### config.mk
export PLATFORM = sky130hd
export DESIGN_NAME = command_buffer_parser_flat
export DESIGN_NICKNAME = d
export VERILOG_FILES = /design/src/hw/rtl/cbp_pkg.sv /design/src/hw/rtl/cbp_if.sv /design/src/hw/rtl/cbp_in_stage.sv /design/src/hw/rtl/cbp_parser.sv /design/src/hw/rtl/command_buffer_parser.sv /design/src/flat_wrapper.sv
export SDC_FILE = /design/constraint.sdc
export NUM_CORES = 1
export LEC_CHECK = 0
export ABC_CLOCK_PERIOD_IN_PS = 4400
export BUFFER_PORTS_ARGS = -buffer_cell sky130_fd_sc_hd__buf_2
export CAP_MARGIN = 20
export CORE_ASPECT_RATIO = 0.7
export CORE_MARGIN = 3
export CORE_UTILIZATION = 24
export CTS_CLUSTER_DIAMETER = 200
export CTS_CLUSTER_SIZE = 16
export DETAILED_ROUTE_END_ITERATION = 8
export GPL_ROUTABILITY_DRIVEN = 0
export PLACE_DENSITY = 0.52
export SLEW_MARGIN = 20
export SYNTH_ARGS = -nofsm -noshare
export SYNTH_HDL_FRONTEND = slang
export SYNTH_SLANG_ARGS = --single-unit
### constraint.sdc
create_clock -name clock -period 4.4 [get_ports clock]
set_input_delay 0.22 -clock clock [delete_from_list [all_inputs] [get_ports clock]]
set_output_delay 0.22 -clock clock [all_outputs]
set_load 0.02 [all_outputs]
### src/hw/rtl/cbp_pkg.sv
package cbp_pkg;

   localparam int unsigned MAX_COMMANDS_DEFAULT = 255;

   localparam int unsigned COUNT_WIDTH = 8;
   localparam int unsigned CHAR_WIDTH  = 7;

   localparam logic [7:0] QUOTE_BYTE = 8'h27;
   localparam logic [7:0] ZERO_BYTE  = 8'h00;
   localparam logic [6:0] SPACE_CHAR = 7'h20;
   localparam logic [6:0] DEL_CHAR   = 7'h7F;
   localparam logic [6:0] NUL_CHAR   = 7'h00;

   localparam logic [1:0] STATUS_PARSING = 2'd0;
   localparam logic [1:0] STATUS_VALID   = 2'd1;
   localparam logic [1:0] STATUS_CORRUPT = 2'd2;

   typedef struct packed {
      logic [7:0] data_byte;
      logic       last_byte;
   } item_type;

   typedef struct packed {
      logic [CHAR_WIDTH-1:0]  text_char;
      logic                   char_valid;
      logic                   command_end;
      logic [1:0]             status;
      logic [COUNT_WIDTH-1:0] cmd_tally;
   } result_type;

endpackage

### src/hw/rtl/cbp_if.sv
interface cbp_req_if;
   logic       valid;
   logic       ready;
   logic [7:0] data_byte;
   logic       last_byte;

   modport source (output valid, output data_byte, output last_byte, input ready);
   modport sink   (input valid, input data_byte, input last_byte, output ready);
endinterface

interface cbp_rsp_if;
   logic                             valid;
   logic                             ready;
   logic [cbp_pkg::CHAR_WIDTH-1:0]   text_char;
   logic                             char_valid;
   logic                             command_end;
   logic [1:0]                       status;
   logic [cbp_pkg::COUNT_WIDTH-1:0]  cmd_tally;

   modport source (output valid, output text_char, output char_valid, output command_end,
                   output status, output cmd_tally, input ready);
   modport sink   (input valid, input text_char, input char_valid, input command_end,
                   input status, input cmd_tally, output ready);
endinterface

### src/hw/rtl/cbp_in_stage.sv
module cbp_in_stage (
   input  logic              clock,
   input  logic              reset,
   cbp_req_if.sink           req_if,
   input  logic              advance,
   output logic              item_valid,
   output cbp_pkg::item_type item
);

   logic              valid_ff;
   logic              valid_in;
   cbp_pkg::item_type item_ff;
   logic              take;

   // Accept a new transaction whenever the stage is empty or drains this cycle.
   assign req_if.ready = !valid_ff || advance;
   assign take         = req_if.valid && req_if.ready;

   always_comb begin
      valid_in = valid_ff;
      if (take) begin
         valid_in = 1'b1;
      end else if (advance) begin
         valid_in = 1'b0;
      end
   end

   always_ff @(posedge clock) begin
      if (reset) begin
         valid_ff <= 1'b0;
      end else begin
         valid_ff <= valid_in;
      end
      if (take) begin
         item_ff.data_byte <= req_if.data_byte;
         item_ff.last_byte <= req_if.last_byte;
      end
   end

   assign item_valid = valid_ff;
   assign item       = item_ff;

endmodule

### src/hw/rtl/cbp_parser.sv
module cbp_parser #(
   parameter int unsigned MAX_COMMANDS = cbp_pkg::MAX_COMMANDS_DEFAULT
) (
   input  logic                clock,
   input  logic                reset,
   input  logic                advance,
   input  cbp_pkg::item_type   item,
   output cbp_pkg::result_type result
);

   typedef enum logic [1:0] {
      PH_BETWEEN,
      PH_INSIDE,
      PH_DONE_OK,
      PH_DONE_BAD
   } phase_type;

   localparam logic [cbp_pkg::COUNT_WIDTH-1:0] COUNT_LIMIT =
      (MAX_COMMANDS > 255) ? 8'd255 : cbp_pkg::COUNT_WIDTH'(MAX_COMMANDS);

   phase_type                       phase_ff, phase_in;
   logic                            cut_ff, cut_in;
   logic                            bad_ff, bad_in;
   logic                            nonempty_ff, nonempty_in;
   logic [cbp_pkg::COUNT_WIDTH-1:0] count_ff, count_in;

   always_comb begin
      logic [6:0] masked;
      logic       closing;

      masked             = item.data_byte[6:0];
      closing            = 1'b0;
      phase_in           = phase_ff;
      cut_in             = cut_ff;
      bad_in             = bad_ff;
      nonempty_in        = nonempty_ff;
      count_in           = count_ff;
      result.text_char   = cbp_pkg::NUL_CHAR;
      result.char_valid  = 1'b0;
      result.command_end = 1'b0;
      result.status      = cbp_pkg::STATUS_PARSING;

      case (phase_ff)
         PH_DONE_OK: begin
            result.status = cbp_pkg::STATUS_VALID;
         end
         PH_DONE_BAD: begin
            result.status = cbp_pkg::STATUS_CORRUPT;
         end
         default: begin
            if (phase_ff == PH_BETWEEN) begin
               if (item.data_byte == cbp_pkg::ZERO_BYTE) begin
                  phase_in = PH_BETWEEN;
               end else if (item.data_byte == cbp_pkg::QUOTE_BYTE) begin
                  result.status = cbp_pkg::STATUS_VALID;
                  phase_in      = PH_DONE_OK;
               end else begin
                  phase_in = PH_INSIDE;
               end
            end

            if (phase_in == PH_INSIDE) begin
               if (item.data_byte == cbp_pkg::QUOTE_BYTE) begin
                  closing = 1'b1;
               end else begin
                  if (!cut_ff) begin
                     if (masked == cbp_pkg::NUL_CHAR) begin
                        cut_in = 1'b1;
                     end else begin
                        result.text_char  = masked;
                        result.char_valid = 1'b1;
                        nonempty_in       = 1'b1;
                        if (masked < cbp_pkg::SPACE_CHAR || masked == cbp_pkg::DEL_CHAR) begin
                           bad_in = 1'b1;
                        end
                     end
                  end
                  if (item.last_byte) begin
                     closing = 1'b1;
                  end
               end
            end

            // Judge the command that closes here, then clear its flags.
            if (closing) begin
               result.command_end = 1'b1;
               if (bad_in || !nonempty_in) begin
                  result.status = cbp_pkg::STATUS_CORRUPT;
                  phase_in      = PH_DONE_BAD;
               end else begin
                  if (count_ff < COUNT_LIMIT) begin
                     count_in = count_ff + 8'd1;
                  end
                  phase_in = PH_BETWEEN;
               end
               cut_in      = 1'b0;
               bad_in      = 1'b0;
               nonempty_in = 1'b0;
            end

            if (item.last_byte && result.status == cbp_pkg::STATUS_PARSING) begin
               result.status = cbp_pkg::STATUS_VALID;
            end
         end
      endcase

      result.cmd_tally = count_in;

      // Region end: drop back to the reset state for the next region.
      if (item.last_byte) begin
         phase_in    = PH_BETWEEN;
         cut_in      = 1'b0;
         bad_in      = 1'b0;
         nonempty_in = 1'b0;
         count_in    = '0;
      end
   end

   always_ff @(posedge clock) begin
      if (reset) begin
         phase_ff    <= PH_BETWEEN;
         cut_ff      <= 1'b0;
         bad_ff      <= 1'b0;
         nonempty_ff <= 1'b0;
         count_ff    <= '0;
      end else if (advance) begin
         phase_ff    <= phase_in;
         cut_ff      <= cut_in;
         bad_ff      <= bad_in;
         nonempty_ff <= nonempty_in;
         count_ff    <= count_in;
      end
   end

endmodule

### src/hw/rtl/command_buffer_parser.sv
// Command buffer parser.
// req_if carries the raw bytes of one command-buffer region in order; last_byte marks
// the final byte of the region. rsp_if returns exactly one result per byte: the command
// character with bit 7 cleared, its valid flag, the end-of-command flag, the buffer
// status (parsing, complete and valid, corrupt) and the saturating command count.
// Both channels move a transaction at a clock edge where valid and ready are high.
// A byte accepted on req_if is registered in the input stage, then evaluated and
// written to the result register as it advances; its result is offered from then on.
// Throughput: one byte per cycle unless rsp_if stalls; the parse step is a handful of
// byte compares and an 8-bit increment between the input register and the result register.
// When the receiver stalls, the result register holds; the input stage still takes one
// more transaction, then req_if.ready drops until the result is taken.
// After a byte with last_byte set, all parse state and the count return to reset values.
// Synchronous reset empties both stages and returns the parser to between-commands.
module command_buffer_parser #(
   parameter int unsigned MAX_COMMANDS = cbp_pkg::MAX_COMMANDS_DEFAULT
) (
   input  logic      clock,
   input  logic      reset,
   cbp_req_if.sink   req_if,
   cbp_rsp_if.source rsp_if
);

   logic                item_valid;
   cbp_pkg::item_type   item;
   cbp_pkg::result_type result;
   logic                advance;
   logic                rsp_valid_ff;
   logic                rsp_valid_in;
   cbp_pkg::result_type rsp_data_ff;

   // Move the held byte forward when the result register is free or drains now.
   assign advance = item_valid && (!rsp_valid_ff || rsp_if.ready);

   cbp_in_stage u_in_stage (
      .clock      (clock),
      .reset      (reset),
      .req_if     (req_if),
      .advance    (advance),
      .item_valid (item_valid),
      .item       (item)
   );

   cbp_parser #(
      .MAX_COMMANDS (MAX_COMMANDS)
   ) u_parser (
      .clock   (clock),
      .reset   (reset),
      .advance (advance),
      .item    (item),
      .result  (result)
   );

   always_comb begin
      rsp_valid_in = rsp_valid_ff;
      if (advance) begin
         rsp_valid_in = 1'b1;
      end else if (rsp_if.ready) begin
         rsp_valid_in = 1'b0;
      end
   end

   always_ff @(posedge clock) begin
      if (reset) begin
         rsp_valid_ff <= 1'b0;
      end else begin
         rsp_valid_ff <= rsp_valid_in;
      end
      if (advance) begin
         rsp_data_ff <= result;
      end
   end

   assign rsp_if.valid       = rsp_valid_ff;
   assign rsp_if.text_char   = rsp_data_ff.text_char;
   assign rsp_if.char_valid  = rsp_data_ff.char_valid;
   assign rsp_if.command_end = rsp_data_ff.command_end;
   assign rsp_if.status      = rsp_data_ff.status;
   assign rsp_if.cmd_tally   = rsp_data_ff.cmd_tally;

endmodule

### src/flat_wrapper.sv
// flat-port wrapper written by rule: the top's interface ports become plain ports
module command_buffer_parser_flat 
#(
   parameter int unsigned MAX_COMMANDS = cbp_pkg::MAX_COMMANDS_DEFAULT
)
  (clock, reset, req_if_valid, req_if_data_byte, req_if_last_byte, req_if_ready, rsp_if_valid, rsp_if_text_char, rsp_if_char_valid, rsp_if_command_end, rsp_if_status, rsp_if_cmd_tally, rsp_if_ready);
  cbp_req_if req_if_i ();
  cbp_rsp_if rsp_if_i ();
  input  logic clock;
  input  logic reset;
  input wire logic [$bits(req_if_i.valid)-1:0] req_if_valid;
  input wire logic [$bits(req_if_i.data_byte)-1:0] req_if_data_byte;
  input wire logic [$bits(req_if_i.last_byte)-1:0] req_if_last_byte;
  output wire logic [$bits(req_if_i.ready)-1:0] req_if_ready;
  output wire logic [$bits(rsp_if_i.valid)-1:0] rsp_if_valid;
  output wire logic [$bits(rsp_if_i.text_char)-1:0] rsp_if_text_char;
  output wire logic [$bits(rsp_if_i.char_valid)-1:0] rsp_if_char_valid;
  output wire logic [$bits(rsp_if_i.command_end)-1:0] rsp_if_command_end;
  output wire logic [$bits(rsp_if_i.status)-1:0] rsp_if_status;
  output wire logic [$bits(rsp_if_i.cmd_tally)-1:0] rsp_if_cmd_tally;
  input wire logic [$bits(rsp_if_i.ready)-1:0] rsp_if_ready;
  assign req_if_i.valid = req_if_valid;
  assign req_if_i.data_byte = req_if_data_byte;
  assign req_if_i.last_byte = req_if_last_byte;
  assign req_if_ready = req_if_i.ready;
  assign rsp_if_valid = rsp_if_i.valid;
  assign rsp_if_text_char = rsp_if_i.text_char;
  assign rsp_if_char_valid = rsp_if_i.char_valid;
  assign rsp_if_command_end = rsp_if_i.command_end;
  assign rsp_if_status = rsp_if_i.status;
  assign rsp_if_cmd_tally = rsp_if_i.cmd_tally;
  assign rsp_if_i.ready = rsp_if_ready;
  command_buffer_parser #(.MAX_COMMANDS(MAX_COMMANDS)) u_core (.clock(clock), .reset(reset), .req_if(req_if_i), .rsp_if(rsp_if_i));
endmodule
==> impl_metrics.ini, run 1 <==
[global_routing]
grtUsageTotal = 0.09331
busiest_layer = met1
grt_pass1_vias = 1285
overflow = 0
antenna_found_initial = 0
use_met3 = 0.03166
grt_max_degree = 23
grt_pass1_wl_mm = 6.768
grt_use_met1 = 0.1421
grt_util_met2 = 0.1185

[yosys]
ys_async_sr_fraction = 0
synthDistinctLibCells = 48
ys_ff_latch = 43
avgSynthCellArea_sq_um = 11.47
synth_flop_cell = edfxtp_1
netlist_instances = 173
yosysWarnings = 0
synth-edff-count = 28
synth_fp_nets = 187
yosysSeqAreaShare = 0.5750
syn-cell-area_sq_mm = 0.001984

[final_layout]
finalNetCount = 222
seq_area_sq_mm = 0.001141
nFillCells = 815
layout-drive-gt1-share = 0.2392
multi_input_area_sq_um = 783.3
antenna_cells = 0
synthToLayoutAreaGrowth_pct = 21.94

[setup_path]
cp.required_ps = 4570
cp_max_fo = 12
path_class = reg -> reg
arrival_ps = 2880
rr_worst_depth = 7
r2r_start = u_core.u_in_stage.item[7]
end_kind = register
crit_path_start_kind = register
rrSetupSlack_ps = 1690
r2r-end = u_core.u_parser.count_ff[5]

[pwr]
cellLeakagePower_nw = 0.9148
power_frac_clock = 0.443
swShare = 0.2142
peakVddDrop_mv = 0.1950
pwr-share-comb = 0.078
powerDensity_mw_per_mm2 = 397.7
p_int_uw = 756.2
p_seq_frac = 0.480
p_sw_uw = 206.1

[clock_network]
clockBufferDepth = 2
clock_sinks = 43
cts.clk_slew.worst_paths_ps = 60
tritoncts = built
holdBufCountCts = 0
cts_inserted_buffers = 5
insertion_delay_ps = 280
htreeDepth = 2
post_cts_resized = 0
post-cts-setup-buffer-count = 0
clk_root_buffer_cell = clkbuf_16

[sta]
skew_ps = 6.261
tightestPinTransition_ps = 446.0
slew_violations = 0
hold_violations = 0
fmax_mhz = 368.4
finalCriticalPeriod_ps = 2714
worst_slack_ps = 1686
maxSlewHeadroom = 0.7016
setup_violations = 0
fin_crit_sh = 0.6168
tns_ps = 0
rsz0062_at_grt = false

[die]
num_io_pins = 34
die_w_um = 114.7
start_util = 0.2500
core_area_sq_mm = 0.007939
fp-row-count = 27
die_area_sq_mm = 0.009412
die_h_um = 82.08

[detailed_routing]
vias = 1448
routedWlPerCell_um = 13.60
final_antenna_net_count = 0
firstDrtPassIters = 4
drt_iter0_drc = 82
viasPerCell = 4.671
routed_wl_mm = 4.217
drcViolationCount = 0

[placement]
hpwl_mm = 3.063
post-place-ws_ps = 1706
numPortBuffers = 33

[min_path]
hp-class = in -> reg
holdPathStages = 1
hold_start = req_if_data_byte[2]
hold_end = u_core.u_in_stage.item[3]

[run_status]
status = complete, no violations

[run]
cap_violations = 0
## critical path, stage by stage (launching register included)
cell and delay, ps:
edfxtp_1 520, nor4_4 470, a21oi_1 140, o32ai_2 310
o211a_1 410, nand2b_4 150, o311a_1 350, a221o_1 250
## sequential cells by signal (all words and copies together) (netlist names)
signal / cells
u_core.u_parser.nonempty_ff: 1
u_core.u_parser.phase_ff: 2
u_core.rsp_if.valid: 1
u_core.u_parser.count_ff: 8
u_core.rsp_if.status: 2
u_core.rsp_if.text_char: 7
u_core.rsp_if.cmd_tally: 8
u_core.rsp_if.char_valid: 1
u_core.u_in_stage.item_valid: 1
u_core.u_in_stage.item: 9
u_core.rsp_if.command_end: 1
u_core.u_parser.cut_ff: 1
u_core.u_parser.bad_ff: 1
## routing by layer
layer / up-vias / share of wire
met5: - / 0
met4: 0 / 0.0055
met3: 4 / 0.060
met2: 34 / 0.39
met1: 680 / 0.55
li1: 730 / -
## cell type report
| type | instances | share of cell area |
|---|---|---|
| clock buffer | 6 | 0.05739 |
| clock inverter | 2 | 0.01448 |
| inverter | 6 | 0.009307 |
| multi-input combinational | 118 | 0.3237 |
| sequential | 43 | 0.4716 |
| tap | 101 | 0.05222 |
| timing repair buffer | 34 | 0.07135 |
## cell families (layout without fill, tap and decap cells)
family,count (synthesis),count (layout),share of synthesized area
XOR/XNOR,4,4,0.01766
flip-flops,43,43,0.5750
multiplexers,1,1,0.005674
adder cells (fa/ha/maj),1,1,0.006304
buffers and inverters,12,48,0.03026
AO/OA/AOI/OAI,42,42,0.1665
AND/OR/NAND/NOR,70,70,0.1986
## placed cells by master (no fill, tap or decap), drive strengths merged, types with 2 or more instances in the layout
cell type,Yosys,routed
nor2b,3,3
xor2,3,3
o211ai,2,2
dfxtp,15,15
and3,4,4
a22o,2,2
buf,2,34
and2,11,11
a221oi,2,2
nor4,3,3
inv,5,5
a32oi,3,3
o22ai,2,2
nand2,13,13
nor3,6,6
or4,4,4
a21o,3,3
edfxtp,28,28
a31oi,4,4
nor2,16,16
a221o,2,2
a21oi,7,7
nand3,2,2
clkbuf,4,6
clkinv,1,2
o21ai,6,6
nand2b,4,4
## synth_stat cells (2+ instances only)
| library cell | instances | share of area |
|---|---|---|
| xor2_1 | 3 | 0.013 |
| dfxtp_1 | 15 | 0.15 |
| a32oi_1 | 3 | 0.013 |
| nor2_1 | 16 | 0.030 |
| nand2_1 | 13 | 0.025 |
| nand3_1 | 2 | 0.0050 |
| nor2b_1 | 3 | 0.0095 |
| and3_1 | 4 | 0.013 |
| a21o_1 | 3 | 0.011 |
| a221o_1 | 2 | 0.010 |
| edfxtp_1 | 28 | 0.42 |
| nand2b_1 | 3 | 0.0095 |
| o211ai_1 | 2 | 0.0076 |
| buf_6 | 2 | 0.011 |
| inv_1 | 5 | 0.0095 |
| a221oi_1 | 2 | 0.0088 |
| or4_1 | 3 | 0.011 |
| clkbuf_1 | 4 | 0.0076 |
| o21ai_0 | 5 | 0.013 |
| o22ai_1 | 2 | 0.0063 |
| and2_1 | 11 | 0.035 |
| nor3_1 | 6 | 0.015 |
| a31oi_1 | 4 | 0.013 |
| nor4_1 | 2 | 0.0063 |
| a21oi_1 | 7 | 0.018 |
## stage by stage
step	instances	total power [mW]	hold slack, ps	utilization	instance area [sq um]
2_1_floorplan	173	0.5215	318.9	-	1984
3_3_place_gp	302	0.5448	398.9	0.2829	2246
3_5_place_dp	302	0.5457	398.7	0.2829	2246
4_1_cts	310	0.9752	107.1	0.3048	2420
5_1_grt	310	1.005	109.1	0.3048	2420
6_report	310	0.9623	114.0	0.3048	2420
## power groups by stage
stage / logic [mW] / clock network (mW) / registers [mW]
floorplan: 0.0435 / 0 / 0.478
global placement: 0.0745 / 0 / 0.470
detailed placement: 0.0752 / 0 / 0.471
CTS: 0.0753 / 0.438 / 0.462
global route: 0.0832 / 0.458 / 0.464
finish: 0.0747 / 0.426 / 0.462
## worst max-delay path by stage
stage	startpoint	end	slack (ps)	depth (start not counted)
after global placement	u_core.u_in_stage.item[7]	u_core.u_parser.count_ff[5]	1740	7
final	u_core.u_in_stage.item[7]	u_core.u_parser.count_ff[5]	1690	7
after global routing	u_core.u_in_stage.item[7]	u_core.u_parser.count_ff[5]	1450	7
after CTS	u_core.u_in_stage.item[7]	u_core.u_parser.count_ff[5]	1700	7
after floorplan	u_core.u_in_stage.item[1]	u_core.u_parser.count_ff[5]	1870	9
after detailed placement	u_core.u_in_stage.item[7]	u_core.u_parser.count_ff[5]	1710	7
Note: power is estimated with default switching activity, not from simulation.
==> inputs of run 2 (changes only) <==
--- a/config.mk
+++ b/config.mk
@@ -5,7 +5,8 @@
 export SDC_FILE = /design/constraint.sdc
 export NUM_CORES = 1
 export LEC_CHECK = 0
-export ABC_CLOCK_PERIOD_IN_PS = 4400
+export ABC_AREA = 1
+export ABC_CLOCK_PERIOD_IN_PS = 2200
 export BUFFER_PORTS_ARGS = -buffer_cell sky130_fd_sc_hd__buf_2
 export CAP_MARGIN = 20
 export CORE_ASPECT_RATIO = 0.7
@@ -15,7 +16,7 @@
 export CTS_CLUSTER_SIZE = 16
 export DETAILED_ROUTE_END_ITERATION = 8
 export GPL_ROUTABILITY_DRIVEN = 0
-export PLACE_DENSITY = 0.52
+export PLACE_DENSITY = 0.53
 export SLEW_MARGIN = 20
 export SYNTH_ARGS = -nofsm -noshare
 export SYNTH_HDL_FRONTEND = slang
==> constraint.sdc (replaced) <==
create_clock -name clock -period 2.2 [get_ports clock]
set_input_delay 0.11 -clock clock [delete_from_list [all_inputs] [get_ports clock]]
set_output_delay 0.11 -clock clock [all_outputs]
set_load 0.02 [all_outputs]
==> run 2 against run 1 <==
Compared with the run above: sequential power grew 100%; via count grew 13%; fmax grew 31%; final cell count grew 30%; largest cell class unchanged; setup slack lost 1600 ps; sequential share of layout area shrank 4.6 points; count of clock-buffer cells in the layout grew 1.
==> impl_metrics.ini, run 2 <==
[setup_path]
arrival_ps = 2080
max_stage_delay_ps = 410
crit_path_start_kind = register
rr_worst_depth = 10
r2r-end = u_core.rsp_if.status[0]
cp.required_ps = 2210
cp_max_fo = 8
r2r_start = u_core.u_in_stage.item[6]
path_class = reg -> reg
rrSetupSlack_ps = 130
path_cells = inv_1, nand2_1, nor2_2, nand2_2, o211ai_1, o21bai_4, nand2_4, nand2_1, a21oi_1, a21oi_1
end_kind = register
cp_slowest_cell = edfxtp_1

[clock_network]
insertion_delay_ps = 280
htreeDepth = 2
cts.clk_slew.worst_paths_ps = 60
tritoncts = built
cts_inserted_buffers = 5
clockBufferDepth = 2
clock_sinks = 43
clk_root_buffer_cell = clkbuf_16
post-cts-setup-buffer-count = 0

[min_path]
hp-class = in -> reg
holdPathStages = 1
hold_start = req_if_last_byte
hold_end = u_core.u_in_stage.item[0]

[yosys]
synth_flop_cell = edfxtp_1
synthDistinctLibCells = 33
post-synth-top-count-cell = nand2_1
yosysWarnings = 0
avgSynthCellArea_sq_um = 8.939
ys_ff_latch = 43
synth_fp_nets = 250
synth-edff-count = 28
synth.top_cell.area_share = 0.3986
yosysSeqAreaShare = 0.5409
synth_top_cell_by_area = edfxtp_1
netlist_instances = 236
syn-cell-area_sq_mm = 0.002110
synthTopCellsByCount = 72 x nand2_1, 28 x edfxtp_1, 25 x inv_1
ys_async_sr_fraction = 0
synthTopCellsByArea = edfxtp_1 40%, dfxtp_1 14%, nand2_1 13%

[sta]
hold_violations = 0
setup_violations = 0
fin_crit_sh = 0.9399
slew_violations = 0
maxSlewHeadroom = 0.6817
tightestPinTransition_ps = 476.4
finalCriticalPeriod_ps = 2068
skew_ps = 9.113
tns_ps = 0
worst_slack_ps = 132.1
fmax_mhz = 483.6

[die]
die_w_um = 118.1
start_util = 0.2570
die_area_sq_mm = 0.009969
die_h_um = 84.44
core_area_sq_mm = 0.008209
num_io_pins = 34
fp-row-count = 27

[global_routing]
grt_pass1_vias = 1643
grtUsageTotal = 0.09673
grt_pass1_wl_mm = 7.886
grt_max_degree = 16
overflow = 0
antenna_found_initial = 0

[run]
cap_violations = 0

[final_layout]
antenna_cells = 0
largest_reg_flops = 9
layout_commonest_cell = nand2_1
layout-drive-gt1-share = 0.2578
finalNetCount = 300
nFillCells = 837
synthToLayoutAreaGrowth_pct = 27.16
final_cell_mix = 72 x nand2_1, 33 x buf_2, 28 x edfxtp_1, 25 x inv_1, 19 x nor2_1

[placement]
numPortBuffers = 33
hpwl_mm = 3.462
post-place-ws_ps = 147.8

[detailed_routing]
routedWlPerCell_um = 11.37
vias = 1635
firstDrtPassIters = 4
drcViolationCount = 0
routed_wl_mm = 4.584
drt_iter0_drc = 81
viasPerCell = 4.057
final_antenna_net_count = 0

[pwr]
peakVddDrop_mv = 0.2457
powerDensity_mw_per_mm2 = 737.4
cellLeakagePower_nw = 1.113

[run_status]
status = complete, no violations
run 2: cell count changes after synthesis, sizes merged, moves of 4 or more:
| cell | previous run | this run |
|---|---|---|
| a21oi | 7 | 20 |
| and2 | 11 | 3 |
| and3 | 4 | 0 |
| inv | 5 | 29 |
| nand2 | 13 | 81 |
| nand2b | 4 | 0 |
| nand3 | 2 | 14 |
| nor2 | 16 | 25 |
| or4 | 4 | 0 |
run 2: kinds of logic after synthesis:
| logic type | synth area share |
|---|---|
| compound gates | 0.08482 |
| simple gates | 0.2930 |
| fa+ha+maj | 0.005930 |
| flops | 0.5409 |
| xor+xnor | 0.008305 |
| buf+inv | 0.06702 |
run 2: repair_timing:
| item | CTS | global route |
|---|---|---|
| resized for setup | 0 | 3 |
| endpoints found under the hold margin | 6 | 0 |
| hold buffers | 6 | 0 |
| endpoints found under the setup margin | 0 | 3 |
run 2: where the power goes:
group / internal (mW) / switching (mW)
Combinational: 0.0772 / 0.156
Clock: 0.536 / 0.287
Sequential: 0.904 / 0.0171
run 2: critical path: cells and delay by family, from the launching register on:
family / cells / cell delay, ps
DFF: 1 / 410
and+or+nand+nor: 5 / 500
buffers and inverters: 1 / 130
AOI/OAI and AO/OA: 4 / 750
run 2: worst max path at each step:
stage                              start  slack [ps]                         end  cells after the start
5_1_grt        u_core.u_in_stage.item[6]          -6     u_core.rsp_if.status[0]                     10
3_3_place_gp   u_core.u_in_stage.item[6]         160  u_core.rsp_if.cmd_tally[6]                     11
3_5_place_dp   u_core.u_in_stage.item[4]         150  u_core.rsp_if.cmd_tally[6]                     13
4_1_cts        u_core.u_in_stage.item[4]         140  u_core.rsp_if.cmd_tally[6]                     13
2_1_floorplan  u_core.u_in_stage.item[7]         320  u_core.rsp_if.cmd_tally[0]                     13
6_report       u_core.u_in_stage.item[6]         130     u_core.rsp_if.status[0]                     10
run 2: final cells by class:
| cell class | count | area (sq um) | area share |
|---|---|---|---|
| clock buffers | 7 | 132.6 | 0.04944 |
| clock inverters | 1 | 30.03 | 0.01119 |
| inverters | 30 | 116.4 | 0.04338 |
| multi-input cells | 161 | 847.1 | 0.3158 |
| flip-flops and latches | 43 | 1141 | 0.4254 |
| well taps | 116 | 145.1 | 0.05410 |
| repair buffers | 45 | 270.3 | 0.1007 |
run 2: stage by stage:
stage	power (mW)	hold WS [ps]	util	std cells	area, sq um
2_1_floorplan	1.090	179.1	-	236	2110
3_3_place_gp	1.160	287.9	0.2972	389	2440
3_5_place_dp	1.160	288.7	0.2972	389	2440
4_1_cts	2.004	5.694	0.3243	403	2663
5_1_grt	2.063	9.780	0.3268	403	2683
6_report	1.978	11.49	0.3268	403	2683
run 2: layer usage:
layer  routed length [um]  vias to the layer above  GRT usage
met2                 1813                       38     0.1423
met4                   49                        0    0.02872
met3                  220                        4    0.02155
met5                    0                        -          0
met1                 2501                      728     0.1415
li1                     -                      865          -
